<file path="src/rtl/core/u8d_pkg.sv">
// ----------------------------------------------------------------------------
// u8d_pkg
// Types and constants shared by the UTF-8 stream decoder modules.
// ----------------------------------------------------------------------------
package u8d_pkg;

	localparam int CP_W  = 21;
	localparam int LEN_W = 3;

	// Payload masks for leading and continuation bytes.
	localparam logic [7:0] LEAD2_MASK = 8'h1f;
	localparam logic [7:0] LEAD3_MASK = 8'h0f;
	localparam logic [7:0] LEAD4_MASK = 8'h07;
	localparam logic [7:0] CONT_MASK  = 8'h3f;
	localparam logic [7:0] TAG_MASK   = 8'hc0;
	localparam logic [7:0] CONT_TAG   = 8'h80;

	// Leading byte range limits.
	localparam logic [7:0] ASCII_END  = 8'h7f;
	localparam logic [7:0] LEAD2_LO   = 8'hc2;
	localparam logic [7:0] LEAD2_HI   = 8'hdf;
	localparam logic [7:0] LEAD3_LO   = 8'he0;
	localparam logic [7:0] LEAD3_HI   = 8'hef;
	localparam logic [7:0] LEAD4_LO   = 8'hf0;
	localparam logic [7:0] LEAD4_HI   = 8'hf4;

	// Surrogate range.
	localparam logic [CP_W-1:0] SURR_LO = 21'h00d800;
	localparam logic [CP_W-1:0] SURR_HI = 21'h00dfff;

	// Sequence lengths.
	localparam logic [LEN_W-1:0] LEN_NONE = 3'd0;
	localparam logic [LEN_W-1:0] LEN_ONE  = 3'd1;
	localparam logic [LEN_W-1:0] LEN_TWO  = 3'd2;
	localparam logic [LEN_W-1:0] LEN_THREE = 3'd3;
	localparam logic [LEN_W-1:0] LEN_FOUR = 3'd4;

	// Pending sequence held between bytes.
	typedef struct packed {
		logic [1:0]       bytes_remaining;
		logic [CP_W-1:0]  partial_value;
		logic [LEN_W-1:0] pending_length;
	} dec_state_t;

	// One decoded result beat.
	typedef struct packed {
		logic [CP_W-1:0]  code_point;
		logic             valid_res;
		logic [LEN_W-1:0] sequence_length;
	} dec_result_t;

	// What the decode step hands back for one byte.
	typedef struct packed {
		logic        emit;
		dec_result_t result;
	} dec_out_t;

endpackage

</file>
<file path="src/rtl/core/u8d_in_if.sv">
// ----------------------------------------------------------------------------
// u8d_in_if
// Byte stream channel: one raw byte and a last-byte flag per beat.
// ----------------------------------------------------------------------------
interface u8d_in_if;
	logic       valid;
	logic       ready;
	logic [7:0] data_byte;
	logic       last_byte;

	modport source (output valid, output data_byte, output last_byte, input ready);
	modport sink (input valid, input data_byte, input last_byte, output ready);
endinterface

</file>
<file path="src/rtl/core/u8d_out_if.sv">
// ----------------------------------------------------------------------------
// u8d_out_if
// Decoded code point channel: one result per beat.
// ----------------------------------------------------------------------------
interface u8d_out_if;
	logic        valid;
	logic        ready;
	logic [20:0] code_point;
	logic        valid_res;
	logic [2:0]  sequence_length;

	modport source (output valid, output code_point, output valid_res,
		output sequence_length, input ready);
	modport sink (input valid, input code_point, input valid_res,
		input sequence_length, output ready);
endinterface

</file>
<file path="src/rtl/core/u8d_decode.sv">
// ----------------------------------------------------------------------------
// u8d_decode
// One decode step: pending sequence plus one byte gives the next pending
// sequence and at most one result.
// ----------------------------------------------------------------------------
module u8d_decode import u8d_pkg::*; (
	input  dec_state_t state,
	input  logic [7:0] data_byte,
	input  logic       last_byte,
	output dec_state_t next_state,
	output dec_out_t   dec
);

	localparam dec_state_t IDLE = '0;

	logic [CP_W-1:0] shifted;
	logic [1:0]      rem_dec;

	// Partial value with the new continuation payload appended.
	assign shifted = {state.partial_value[CP_W-7:0], data_byte[5:0] & CONT_MASK[5:0]};
	assign rem_dec = state.bytes_remaining - 2'd1;

	always_comb begin
		next_state = state;
		dec.emit   = 1'b0;
		dec.result = '0;

		if (state.bytes_remaining == 2'd0) begin
			// Idle: classify the leading byte.
			priority if (data_byte <= ASCII_END) begin
				dec.emit = 1'b1;
				dec.result.code_point = {13'd0, data_byte};
				dec.result.valid_res = 1'b1;
				dec.result.sequence_length = LEN_ONE;
			end else if (data_byte >= LEAD2_LO && data_byte <= LEAD2_HI && !last_byte) begin
				next_state.bytes_remaining = 2'd1;
				next_state.pending_length = LEN_TWO;
				next_state.partial_value = {13'd0, data_byte & LEAD2_MASK};
			end else if (data_byte >= LEAD3_LO && data_byte <= LEAD3_HI && !last_byte) begin
				next_state.bytes_remaining = 2'd2;
				next_state.pending_length = LEN_THREE;
				next_state.partial_value = {13'd0, data_byte & LEAD3_MASK};
			end else if (data_byte >= LEAD4_LO && data_byte <= LEAD4_HI && !last_byte) begin
				next_state.bytes_remaining = 2'd3;
				next_state.pending_length = LEN_FOUR;
				next_state.partial_value = {13'd0, data_byte & LEAD4_MASK};
			end else begin
				// Bad leading byte, or a multi-byte lead cut off by the last flag.
				next_state = IDLE;
				dec.emit = 1'b1;
			end
		end else begin
			// A sequence is open: expect a continuation byte.
			priority if ((data_byte & TAG_MASK) != CONT_TAG) begin
				next_state = IDLE;
				dec.emit = 1'b1;
			end else if (rem_dec == 2'd0) begin
				next_state = IDLE;
				dec.emit = 1'b1;
				if (!(shifted >= SURR_LO && shifted <= SURR_HI)) begin
					dec.result.code_point = shifted;
					dec.result.valid_res = 1'b1;
					dec.result.sequence_length = state.pending_length;
				end
			end else if (last_byte) begin
				// Sequence truncated at the end of the buffer.
				next_state = IDLE;
				dec.emit = 1'b1;
			end else begin
				next_state.bytes_remaining = rem_dec;
				next_state.partial_value = shifted;
			end
		end
	end

endmodule

</file>
<file path="src/rtl/core/utf8_stream_decoder.sv">
// Bytes wait in the input register; result beats leave from the result register.
// Throughput: one byte per cycle unless results stall; state_q closes the only loop.
// Bytes that open or extend a sequence give no result beat.
// Reset clears the pending sequence to idle and empties both register stages.
// ----------------------------------------------------------------------------
// utf8_stream_decoder
// Byte-serial UTF-8 decoder with an input register, one decode step and a
// result register; stalls on the result side back up through the input stage.
// ----------------------------------------------------------------------------
module utf8_stream_decoder import u8d_pkg::*; (
	input  logic        clk,
	input  logic        arst_n,
	u8d_in_if.sink      raw,
	u8d_out_if.source   decoded
);

	logic        valid_s1;
	logic [7:0]  byte_s1;
	logic        last_s1;
	dec_state_t  state_q;
	dec_state_t  state_next;
	dec_out_t    dec;
	logic        out_valid_q;
	dec_result_t result_q;
	logic        out_free;
	logic        s1_take;

	u8d_decode u_decode (
		.state      (state_q),
		.data_byte  (byte_s1),
		.last_byte  (last_s1),
		.next_state (state_next),
		.dec        (dec)
	);

	// Handshake: the staged byte moves on unless it needs a full result slot.
	assign out_free  = !out_valid_q || decoded.ready;
	assign s1_take   = valid_s1 && (!dec.emit || out_free);
	assign raw.ready = !valid_s1 || s1_take;

	// Input register.
	always_ff @(posedge clk or negedge arst_n) begin
		if (!arst_n) begin
			valid_s1 <= 1'b0;
		end else if (raw.ready) begin
			valid_s1 <= raw.valid;
		end
	end

	always_ff @(posedge clk) begin
		if (raw.ready && raw.valid) begin
			byte_s1 <= raw.data_byte;
			last_s1 <= raw.last_byte;
		end
	end

	// Pending sequence.
	always_ff @(posedge clk or negedge arst_n) begin
		if (!arst_n) begin
			state_q <= '0;
		end else if (s1_take) begin
			state_q <= state_next;
		end
	end

	// Result register.
	always_ff @(posedge clk or negedge arst_n) begin
		if (!arst_n) begin
			out_valid_q <= 1'b0;
		end else if (s1_take && dec.emit) begin
			out_valid_q <= 1'b1;
		end else if (decoded.ready) begin
			out_valid_q <= 1'b0;
		end
	end

	always_ff @(posedge clk) begin
		if (s1_take && dec.emit) begin
			result_q <= dec.result;
		end
	end

	assign decoded.valid           = out_valid_q;
	assign decoded.code_point      = result_q.code_point;
	assign decoded.valid_res       = result_q.valid_res;
	assign decoded.sequence_length = result_q.sequence_length;

endmodule

</file>
<file path="src/flat_wrapper.sv">
// flat-port wrapper written by rule: the top's interface ports become plain ports
module utf8_stream_decoder_flat import u8d_pkg::*;
  (clk, arst_n, raw_valid, raw_data_byte, raw_last_byte, raw_ready, decoded_valid, decoded_code_point, decoded_valid_res, decoded_sequence_length, decoded_ready);
  u8d_in_if raw_i ();
  u8d_out_if decoded_i ();
  input  logic clk;
  input  logic arst_n;
  input wire logic [$bits(raw_i.valid)-1:0] raw_valid;
  input wire logic [$bits(raw_i.data_byte)-1:0] raw_data_byte;
  input wire logic [$bits(raw_i.last_byte)-1:0] raw_last_byte;
  output wire logic [$bits(raw_i.ready)-1:0] raw_ready;
  output wire logic [$bits(decoded_i.valid)-1:0] decoded_valid;
  output wire logic [$bits(decoded_i.code_point)-1:0] decoded_code_point;
  output wire logic [$bits(decoded_i.valid_res)-1:0] decoded_valid_res;
  output wire logic [$bits(decoded_i.sequence_length)-1:0] decoded_sequence_length;
  input wire logic [$bits(decoded_i.ready)-1:0] decoded_ready;
  assign raw_i.valid = raw_valid;
  assign raw_i.data_byte = raw_data_byte;
  assign raw_i.last_byte = raw_last_byte;
  assign raw_ready = raw_i.ready;
  assign decoded_valid = decoded_i.valid;
  assign decoded_code_point = decoded_i.code_point;
  assign decoded_valid_res = decoded_i.valid_res;
  assign decoded_sequence_length = decoded_i.sequence_length;
  assign decoded_i.ready = decoded_ready;
  utf8_stream_decoder u_core (.clk(clk), .arst_n(arst_n), .raw(raw_i), .decoded(decoded_i));
endmodule
</file>
<file path="config.mk">
export PLATFORM = sky130hd
export DESIGN_NAME = utf8_stream_decoder_flat
export DESIGN_NICKNAME = d
export VERILOG_FILES = /design/src/rtl/core/u8d_pkg.sv /design/src/rtl/core/u8d_in_if.sv /design/src/rtl/core/u8d_out_if.sv /design/src/rtl/core/u8d_decode.sv /design/src/rtl/core/utf8_stream_decoder.sv /design/src/flat_wrapper.sv
export SDC_FILE = /design/constraint.sdc
export NUM_CORES = 1
export LEC_CHECK = 0
export ABC_AREA = 1
export BUFFER_PORTS_ARGS = -buffer_cell sky130_fd_sc_hd__buf_2
export CAP_MARGIN = 20
export CORE_ASPECT_RATIO = 1.1
export CORE_UTILIZATION = 47
export DETAILED_ROUTE_END_ITERATION = 7
export PLACE_DENSITY = 0.66
export SYNTH_ARGS = -nofsm -noshare
export SYNTH_HDL_FRONTEND = slang
export SYNTH_SLANG_ARGS = --single-unit
</file>
<file path="constraint.sdc">
create_clock -name clk -period 6.9 [get_ports clk]
set_input_delay 1.38 -clock clk [delete_from_list [all_inputs] [get_ports clk]]
set_output_delay 1.38 -clock clk [all_outputs]
set_load 0.03 [all_outputs]
</file>
# [Word level (Yosys, flattened, before mapping)]
# Cells that the tools add are included.
# W data, S select, Z words.
[word_totals] regBits=56 latch_bits=0 ram_bits=0 mem_bits_ro=0 output_inout_bits=27 n_memories=0
[op_classes] add_sub_neg=1 multipliers=0 n_div=0 magnitude_cmp=9 n_eq_ne=2 n_shift=0 n_mux=23 bitwise_logic=0 n_reduce_logical=23
[ops] cell="$mux W26" n=8
[ops] cell="$mux W25" n=3
[ops] cell="$ge A8 B8 Y1 const B" n=3
[ops] cell="$le A8 B8 Y1 const B" n=3
[ops] cell="$mux W23" n=1
[ops] cell="$ge A21 B16 Y1 const B" n=1
[ops] cell="$le A21 B16 Y1 const B" n=1
[ops] cell="$mux W12" n=1
[ops] cell="$logic_and A1 B1 Y1" n=10
[ops] cell="$mux W1" n=9
[ops] cell="$le A8 B7 Y1 const B" n=1
[ops] cell="$logic_not A1 Y1" n=4
[ops] cell="$logic_not A2 Y1" n=2
[ops] cell="$ne A2 B2 Y1 const B" n=2
[ops] cell="$reduce_bool A4 Y1" n=1
[ops] cell="$logic_or A1 B1 Y1" n=3
[ops] cell="$mux W3" n=1
[ops] cell="$reduce_and A3 Y1" n=1
[ops] cell="$reduce_and A2 Y1" n=1
[ops] cell="$reduce_bool A2 Y1" n=1
[ops] cell="$sub A2 B1 Y2 const B" n=1

# [Logic depth before layout (Yosys ltp)]
# Gate-level depths: netlist (run 1).
[logic_depth] word_depth=13 depth_mapped=10 ltp_nobuf=10

# [Cells and area by module]
# A second synthesis (run 1) with hierarchy kept.
[unflattened] cells_unflattened=306 hier_area_um2=2856.5
[modules_own_cells] module="utf8_stream_decoder" n_inst=1 cells_per_inst=158 area_each_um2=2163.3 seq_area_each_um2=1721.7
[modules_own_cells] module="u8d_decode" n_inst=1 cells_per_inst=148 area_each_um2=693.2 seq_area_each_um2=0.0

# [Least setup slack after synthesis (run 1)]
# Ideal clock, no wire load.
[synth_path] path_kind="in2out" from="in decoded_ready" to="out raw_ready" arrival_time_ns=1.909 slack_ns=3.611 path_stages=2 n_path_buf=0 cell_sequence="nor2_1 nand3_1"
[synth_between] elab_chain_len=4
[synth_rtl] item="from (decl)" line="flat_wrapper.sv:16" text="input wire logic [$bits(decoded_i.ready)-1:0] decoded_ready;"
[synth_rtl] item="$logic_or A1 B1 Y1" line="utf8_stream_decoder.sv:37" text="assign out_free = !out_valid_q || decoded.ready;"
[synth_rtl] item="$logic_or A1 B1 Y1" line="utf8_stream_decoder.sv:38" text="assign s1_take = valid_s1 && (!dec.emit || out_free);"
[synth_rtl] item="$logic_and A1 B1 Y1" line="utf8_stream_decoder.sv:38"
[synth_rtl] item="$logic_or A1 B1 Y1" line="utf8_stream_decoder.sv:39" text="assign raw.ready = !valid_s1 || s1_take;"
[synth_rtl] item="to (decl)" line="flat_wrapper.sv:11" text="output wire logic [$bits(raw_i.ready)-1:0] raw_ready;"
# Every way passes these cells.

# [Worst setup path after layout (run 1)]
[layout_path] from="reg u_core.state_q[24] (netlist bit)" to="out raw_ready"
[layout_between] elab_chain_len=9 word_cells_on_any_way=10
[layout_rtl] item="from (decl)" line="utf8_stream_decoder.sv:20" text="dec_state_t state_q;"
[layout_rtl] item="from (signal assigned)" line="utf8_stream_decoder.sv:62" text="state_q <= state_next;"
[layout_rtl] item="$sub A2 B1 Y2" line="u8d_decode.sv:21" text="assign rem_dec = state.bytes_remaining - 2'd1;"
[layout_rtl] item="$logic_not A2 Y1" line="u8d_decode.sv:57" text="end else if (rem_dec == 2'd0) begin"
[layout_rtl] item="$mux W1" line="u8d_decode.sv:57"
[layout_rtl] item="$mux W1" line="u8d_decode.sv:54" text="priority if ((data_byte & TAG_MASK) != CONT_TAG) begin"
[layout_rtl] item="$mux W26 (*)" line="u8d_decode.sv:28" text="if (state.bytes_remaining == 2'd0) begin"
[layout_rtl] item="$logic_not A1 Y1 (*)" line="utf8_stream_decoder.sv:38"
[layout_rtl] item="$logic_or A1 B1 Y1 (*)" line="utf8_stream_decoder.sv:38"
[layout_rtl] item="$logic_and A1 B1 Y1 (*)" line="utf8_stream_decoder.sv:38"
[layout_rtl] item="$logic_or A1 B1 Y1 (*)" line="utf8_stream_decoder.sv:39"
# Mark *: on every way between the ends. The rest lies on a longest branch, timed or not.

==> impl_metrics.csv, run 1 <==
group,metric,value,unit
sta,finClkSkew,0.00397,ns
sta,maxSlewHeadroom,35.2,%
layout,n_antenna_cell,0,
critical_path,slowest_delay,0.42,ns
die,initial_core_util,49.7,%
drt,firstDrtPassIters,4,
min_path,hp-start,"u_core.state_q[25]",
cts,numClockSinks,56,
cts,cts_buffers,5,
drt,drt_wl_total,4470,um
layout,post-route-util,55.7,%
place,place_inst,333,
critical_path,critical_path_buf_inv_count,4,
place,gp_congestion,0.818,
cts,cts_tree,"done",
yosys,ys_ff_latch,56,
die,die_width,71.8,um
cts,cts_resized,0,
power,sequentialPowerShare,50.5,%
critical_path,crit_required,5.52,ns
layout,fin_nets,298,
critical_path,cp_slowest_cell,"nand4_2",
grt,grt_usage,17.7,%
layout,drive_gt1_share,19.8,%
critical_path,crit_top_cell,"inv_1",
place,io_buffers,39,
sta,tns,0,ns
die,dieArea,5650,sq um
grt,grt_pass1_vias,1625,
layout,syn_to_final_growth,12.2,%
critical_path,path_depth,8,
grt,grt_max_degree,26,
cts,clock_path_buffers,2,
cts,worstSkewPairLatency,0.31,ns
die,rows,27,
grt,antenna_found_initial,0,
critical_path,worst-setup-path-type,"register to primary output",
critical_path,worstPathMaxFanout,15,
power,netSwitchingFraction,34.2,%
critical_path,cp_top_family,"simple AND/OR/NAND/NOR gates",
drt,viasPerCell,5.17,
min_path,min_to,"u_core.state_q[25]",
yosys,synth_area,2520,sq um
power,ir_drop,0.154,mV
power,p_switching,297,uW
drt,drc,0,
sta,tightest_slew,0.971,ns
critical_path,rr_worst_depth,7,
grt,grt_overflow,0,
power,p_leak,1.26,nW
drt,vias,1763,
yosys,synth_top_area_share,40.6,%
die,ios,40,
critical_path,r2r-start,"u_core.state_q[24]",
min_path,hp-class,"register to register",
yosys,yosysWarnings,0,
critical_path,crit_path_end_kind,"primary output",
run,maxCapViolCount,0,
sta,worst_hold_slack,0.481,ns
yosys,synthCells,246,
sta,max_freq,268,MHz
sta,period_minus_slack,3.73,ns
sta,timing.final.crit_share,54.0,%
die,die_height,78.7,um
critical_path,worst_setup_path_start_kind,"register",
yosys,avgSynthCellArea,10.2,sq um
sta,drv_slew,0,
sta,setup_viol,0,
cts,h-tree-depth,2,
grt,grt_pass1_wl,7480,um
cts,postCtsSetupBuffers,0,
yosys,syn-num-nets,262,
yosys,ys_top_cells_by_area,"edfxtp_1 (41%), dfrtp_1 (22%), nand2_1 (7.8%), nand4_1 (6.0%), nor2_1 (5.1%)",
power,pwr-share-clk,25.3,%
critical_path,path_cells,"inv_1 > ha_1 > inv_2 > nand4_2 > nand2_1 > inv_1 > nand3_1 > buf_2",
drt,postRouteAntennaNets,0,
cts,holdBufCountCts,0,
min_path,hold_depth,2,
place,dpl.hpwl,3060,um
place,dp_slack,3.42,ns
cts,clk_pin_slew,0.10,ns
critical_path,cp.arrival,2.35,ns
critical_path,timing.rr.end,"u_core.decoded.code_point[5]",
sta,rsz0062_at_grt,"no",
die,core_area,5070,sq um
drt,wire_per_inst,13.1,um
drt,drt_iter0_drc,112,
power,internal-power,571,uW
yosys,ys_types,25,
layout,instances_no_fill,341,
yosys,synth_top_area_cell,"edfxtp_1",
critical_path,reg2reg_slack,3.90,ns
sta,hold_violations,0,
sta,finalWorstSetupSlack,3.17,ns
yosys,synth.yosys.seq_area_share,62.5,%
power,p_comb_share,24.2,%
power,powerDensity,307,nW/um^2
cts,clockRootBuffer,"clkbuf_8",
status,outcome,"complete, no violations",
## kinds of logic (layout without fill, tap and decap cells)
kind of cell,after synthesis,in the layout,synth area share [%]
AO/OA/AOI/OAI,15,15,3.48
adder cells (fa/ha/maj),3,3,1.49
buffers and inverters,43,80,7.91
flip-flops,56,56,62.5
AND/OR/NAND/NOR,129,129,24.7
## sequential cells by signal, indices dropped and copies added (netlist names)
register,count
u_core.byte_s1,8
u_core.last_s1,1
u_core.decoded.code_point,21
u_core.decoded.sequence_length,3
u_core.valid_s1,1
u_core.state_q,20
u_core.decoded.valid,1
u_core.decoded.valid_res,1
## power groups by stage
stage,logic (mW),registers (mW),clock network (mW)
after floorplan,0.110,0.500,0
after global placement,0.209,0.444,0
after detailed placement,0.211,0.446,0
after CTS,0.211,0.438,0.223
after global routing,0.229,0.444,0.234
final,0.210,0.438,0.219
## per-stage QoR
step | power [mW] | cell area, sq um
after floorplan | 0.610 | 2520
after detailed placement | 0.656 | 2710
after CTS | 0.873 | 2820
final | 0.867 | 2820
after global placement | 0.653 | 2710
after global routing | 0.907 | 2820
## tightest hold or removal path: stages (launching register included)
cell	delay (ns)
dfrtp_1	0.35
nand2_1	0.06
nand2_1	0.05
## how the worst max path moves through the flow
stage | start | endpoint | slack [ns]
4_1_cts | u_core.state_q[24] | raw_ready | 3.17
2_1_floorplan | decoded_ready | raw_ready | 3.61
6_report | u_core.state_q[24] | raw_ready | 3.17
5_1_grt | u_core.state_q[24] | raw_ready | 2.98
3_3_place_gp | decoded_ready | raw_ready | 3.45
3_5_place_dp | decoded_ready | raw_ready | 3.42
## final cells by class
cell class | count | area [sq um]
Inverter | 33 | 124
Multi-Input combinational cell | 147 | 746
Clock inverter | 3 | 46.3
Sequential cell | 56 | 1570
Timing Repair Buffer | 39 | 195
Fill cell | 439 | 2240
Clock buffer | 5 | 68.8
Tap cell | 58 | 72.6
## placed cells by master (no fill, tap or decap)
| cell | instances |
|---|---|
| nand2_1 | 52 |
| buf_2 | 39 |
| nor2_1 | 34 |
| edfxtp_1 | 34 |
| inv_1 | 31 |
| nand4_1 | 24 |
| dfrtp_1 | 22 |
| nand3_1 | 8 |
| a21oi_1 | 5 |
| o21ai_0 | 5 |
| clkbuf_8 | 5 |
| a21boi_0 | 3 |
| ha_1 | 3 |
| nor4_1 | 2 |
| nor3_1 | 2 |
| inv_2 | 2 |
| nand3_2 | 2 |
| nand3_4 | 2 |
| o21a_1 | 1 |
| nor2_4 | 1 |
| nand2_2 | 1 |
| nand4_2 | 1 |
| o211ai_1 | 1 |
| inv_6 | 1 |
| bufinv_16 | 1 |
| clkinvlp_4 | 1 |
## per-layer routing
layer	GRT usage (%)	part of all wire, %	routed length, um
met1	22.9	45	2000
met2	27.3	47	2120
met3	4.06	5.6	252
met4	10.2	2.3	102
met5	0	0	0
## synthesized netlist by cell type
cell,instances
nand2_1,52
edfxtp_1,34
nor2_1,34
inv_1,31
nand4_1,24
dfrtp_1,22
nand3_1,8
buf_2,6
a21oi_1,5
o21ai_0,5
a21boi_0,3
ha_1,3
buf_8,2
inv_2,2
nand3_2,2
nand3_4,2
nor3_1,2
nor4_1,2
buf_6,1
clkbuf_1,1
nand2_2,1
nand4_2,1
nor2_4,1
o211ai_1,1
o21a_1,1
No activity file was read; power rests on OpenSTA's default activity.
==> run 2: changes to the inputs <==
PLACE_DENSITY = 0.69   (was 0.66)
clock period = 3.42 ns   (was 6.9 ns; I/O delays follow)
==> run 2 against run 1 <==
  * Global-route usage down 0.18 points
  * Non-clock buffer count up 2
  * Wire length down 4.7%
  * Critical path depth unchanged
  * Utilization up 0.30 points
  * Die area unchanged
  * Via count up 0.74%
  * Cell area up 0.53%
  * Flip-flop and latch count unchanged
  * Largest cell class unchanged
  * Largest power group unchanged
==> impl_metrics.csv, run 2 (synthesis gave the netlist of run 1 again) <==
group,metric,value,unit
drt,drt_iter0_drc,87,
place,dpl_cell_area,2720,sq um
power,p_switching,579,uW
die,rows,27,
cts,clockRootBuffer,"clkbuf_8",
cts,worstSkewPairLatency,0.31,ns
drt,top_layer,"met4",
power,p_comb_share,25.3,%
sta,hold_violations,0,
power,p_leak,1.27,nW
layout,final_area,2840,sq um
layout,regArea,1570,sq um
run,maxCapViolCount,0,
min_path,hp-class,"primary input to asynchronous set/reset pin",
layout,final_cell_mix,"nand2_1 (52), buf_2 (39), nor2_1 (34), edfxtp_1 (34), inv_1 (31)",
place,io_buffers,39,
critical_path,worst_setup_path_start_kind,"register",
sta,max_freq,344,MHz
sta,period_minus_slack,2.90,ns
sta,drv_slew,0,
drt,firstDrtPassIters,4,
grt,grt_max_degree,26,
layout,n_antenna_cell,0,
power,netSwitchingFraction,33.4,%
cts,clk_pin_slew,0.10,ns
cts,cts_buffers,5,
drt,wire_per_inst,12.4,um
grt,grt_pass1_vias,1650,
drt,vias,1776,
cts,numClockSinks,56,
sta,rsz0062_at_grt,"no",
place,gp_congestion,0.882,
drt,viasPerCell,5.18,
die,dieArea,5650,sq um
layout,syn_to_final_growth,12.8,%
critical_path,worst-setup-path-type,"register to primary output",
sta,tightest_slew,0.546,ns
layout,drive_gt1_share,20.4,%
power,ir_drop,0.323,mV
cts,cts_tree,"done",
drt,drc,0,
sta,tns,0,ns
grt,grt_pass1_wl,7510,um
grt,antenna_found_initial,0,
cts,h-tree-depth,2,
layout,layout_commonest_cell,"nand2_1",
die,initial_core_util,49.7,%
die,ios,40,
cts,holdBufCountCts,0,
critical_path,crit_path_end_kind,"primary output",
drt,route.met3.wl,165,um
sta,timing.final.crit_share,84.9,%
drt,wl_met2,2090,um
critical_path,crit_required,2.74,ns
grt,grt_overflow,0,
status,outcome,"complete, no violations",
layout,largest_reg_flops,21,
power,internal-power,1.16,mW
die,core_area,5070,sq um
critical_path,worstPathMaxFanout,15,
layout,fillers,439,
die,die_height,78.7,um
grt,grt_usage,17.5,%
drt,wl_met1,1930,um
power,powerDensity,611,nW/um^2
die,die_width,71.8,um
layout,fin_nets,300,
sta,setup_viol,0,
cts,cts_resized,0,
power,sequentialPowerShare,49.9,%
place,dpl.hpwl,3130,um
sta,maxSlewHeadroom,63.5,%
layout,multi_input_comb_area,746,sq um
critical_path,cp.arrival,2.22,ns
drt,postRouteAntennaNets,0,
power,pwr-share-clk,24.8,%
cts,postCtsSetupBuffers,0,
cts,clock_path_buffers,2,
sta,finClkSkew,0.00968,ns
drt,drt_wl_total,4260,um
==> run 2: power by group through the flow <==
| stage | clock, mW | sequential (mW) | combinational [mW] |
|---|---|---|---|
| 2_1_floorplan | 0 | 1.01 | 0.222 |
| 3_3_place_gp | 0 | 0.880 | 0.436 |
| 3_5_place_dp | 0 | 0.882 | 0.440 |
| 4_1_cts | 0.444 | 0.868 | 0.441 |
| 5_1_grt | 0.474 | 0.877 | 0.484 |
| 6_report | 0.431 | 0.866 | 0.438 |
==> run 2: area by class of cell <==
class / instances / share of cell area (%)
clock inverters: 3 / 1.63
flip-flops and latches: 56 / 55.4
repair buffers: 41 / 7.40
inverters: 33 / 4.36
well taps: 58 / 2.56
clock buffers: 5 / 2.42
multi-input cells: 147 / 26.3
==> run 2: worst paths after layout <==
kind,startpoint,slack [ns],depth (start not counted),to
hold / removal,arst_n,0.32,1,u_core.state_q[14]
setup / recovery,u_core.state_q[24],0.52,8,raw_ready
hold reg to reg,u_core.state_q[16],0.48,2,u_core.state_q[16]
setup reg to reg,u_core.state_q[24],0.73,8,u_core.decoded.code_point[10]
min in group clk,u_core.state_q[16],0.48,2,u_core.state_q[16]
max in group asynchronous,arst_n,2.76,1,u_core.state_q[24]
==> run 2: worst max-delay path, cell delays in order (launching register included) <==
cell	delay [ns]
dfrtp_1	0.40
inv_1	0.07
ha_1	0.28
inv_2	0.15
nand4_2	0.36
nand2_1	0.26
inv_1	0.07
nand3_1	0.11
buf_2	0.21
==> run 2: through the flow <==
| stage | hold WS (ns) | instances | power (mW) | worst slack, ns | util, % |
|---|---|---|---|---|---|
| floorplan | 0.388 | 246 | 1.23 | 1.20 | - |
| global placement | 0.454 | 335 | 1.32 | 0.814 | 53.8 |
| detailed placement | 0.458 | 335 | 1.32 | 0.740 | 53.8 |
| CTS | 0.330 | 343 | 1.75 | 0.530 | 56.0 |
| global route | 0.342 | 343 | 1.83 | 0.314 | 56.0 |
| finish | 0.322 | 343 | 1.74 | 0.516 | 56.0 |
==> run 2: metal layers <==
metal / up-vias / track usage [%]
met5: - / 0
met4: 0 / 7.25
met3: 7 / 3.81
met2: 52 / 29.0
met1: 817 / 22.3
li1: 900 / -
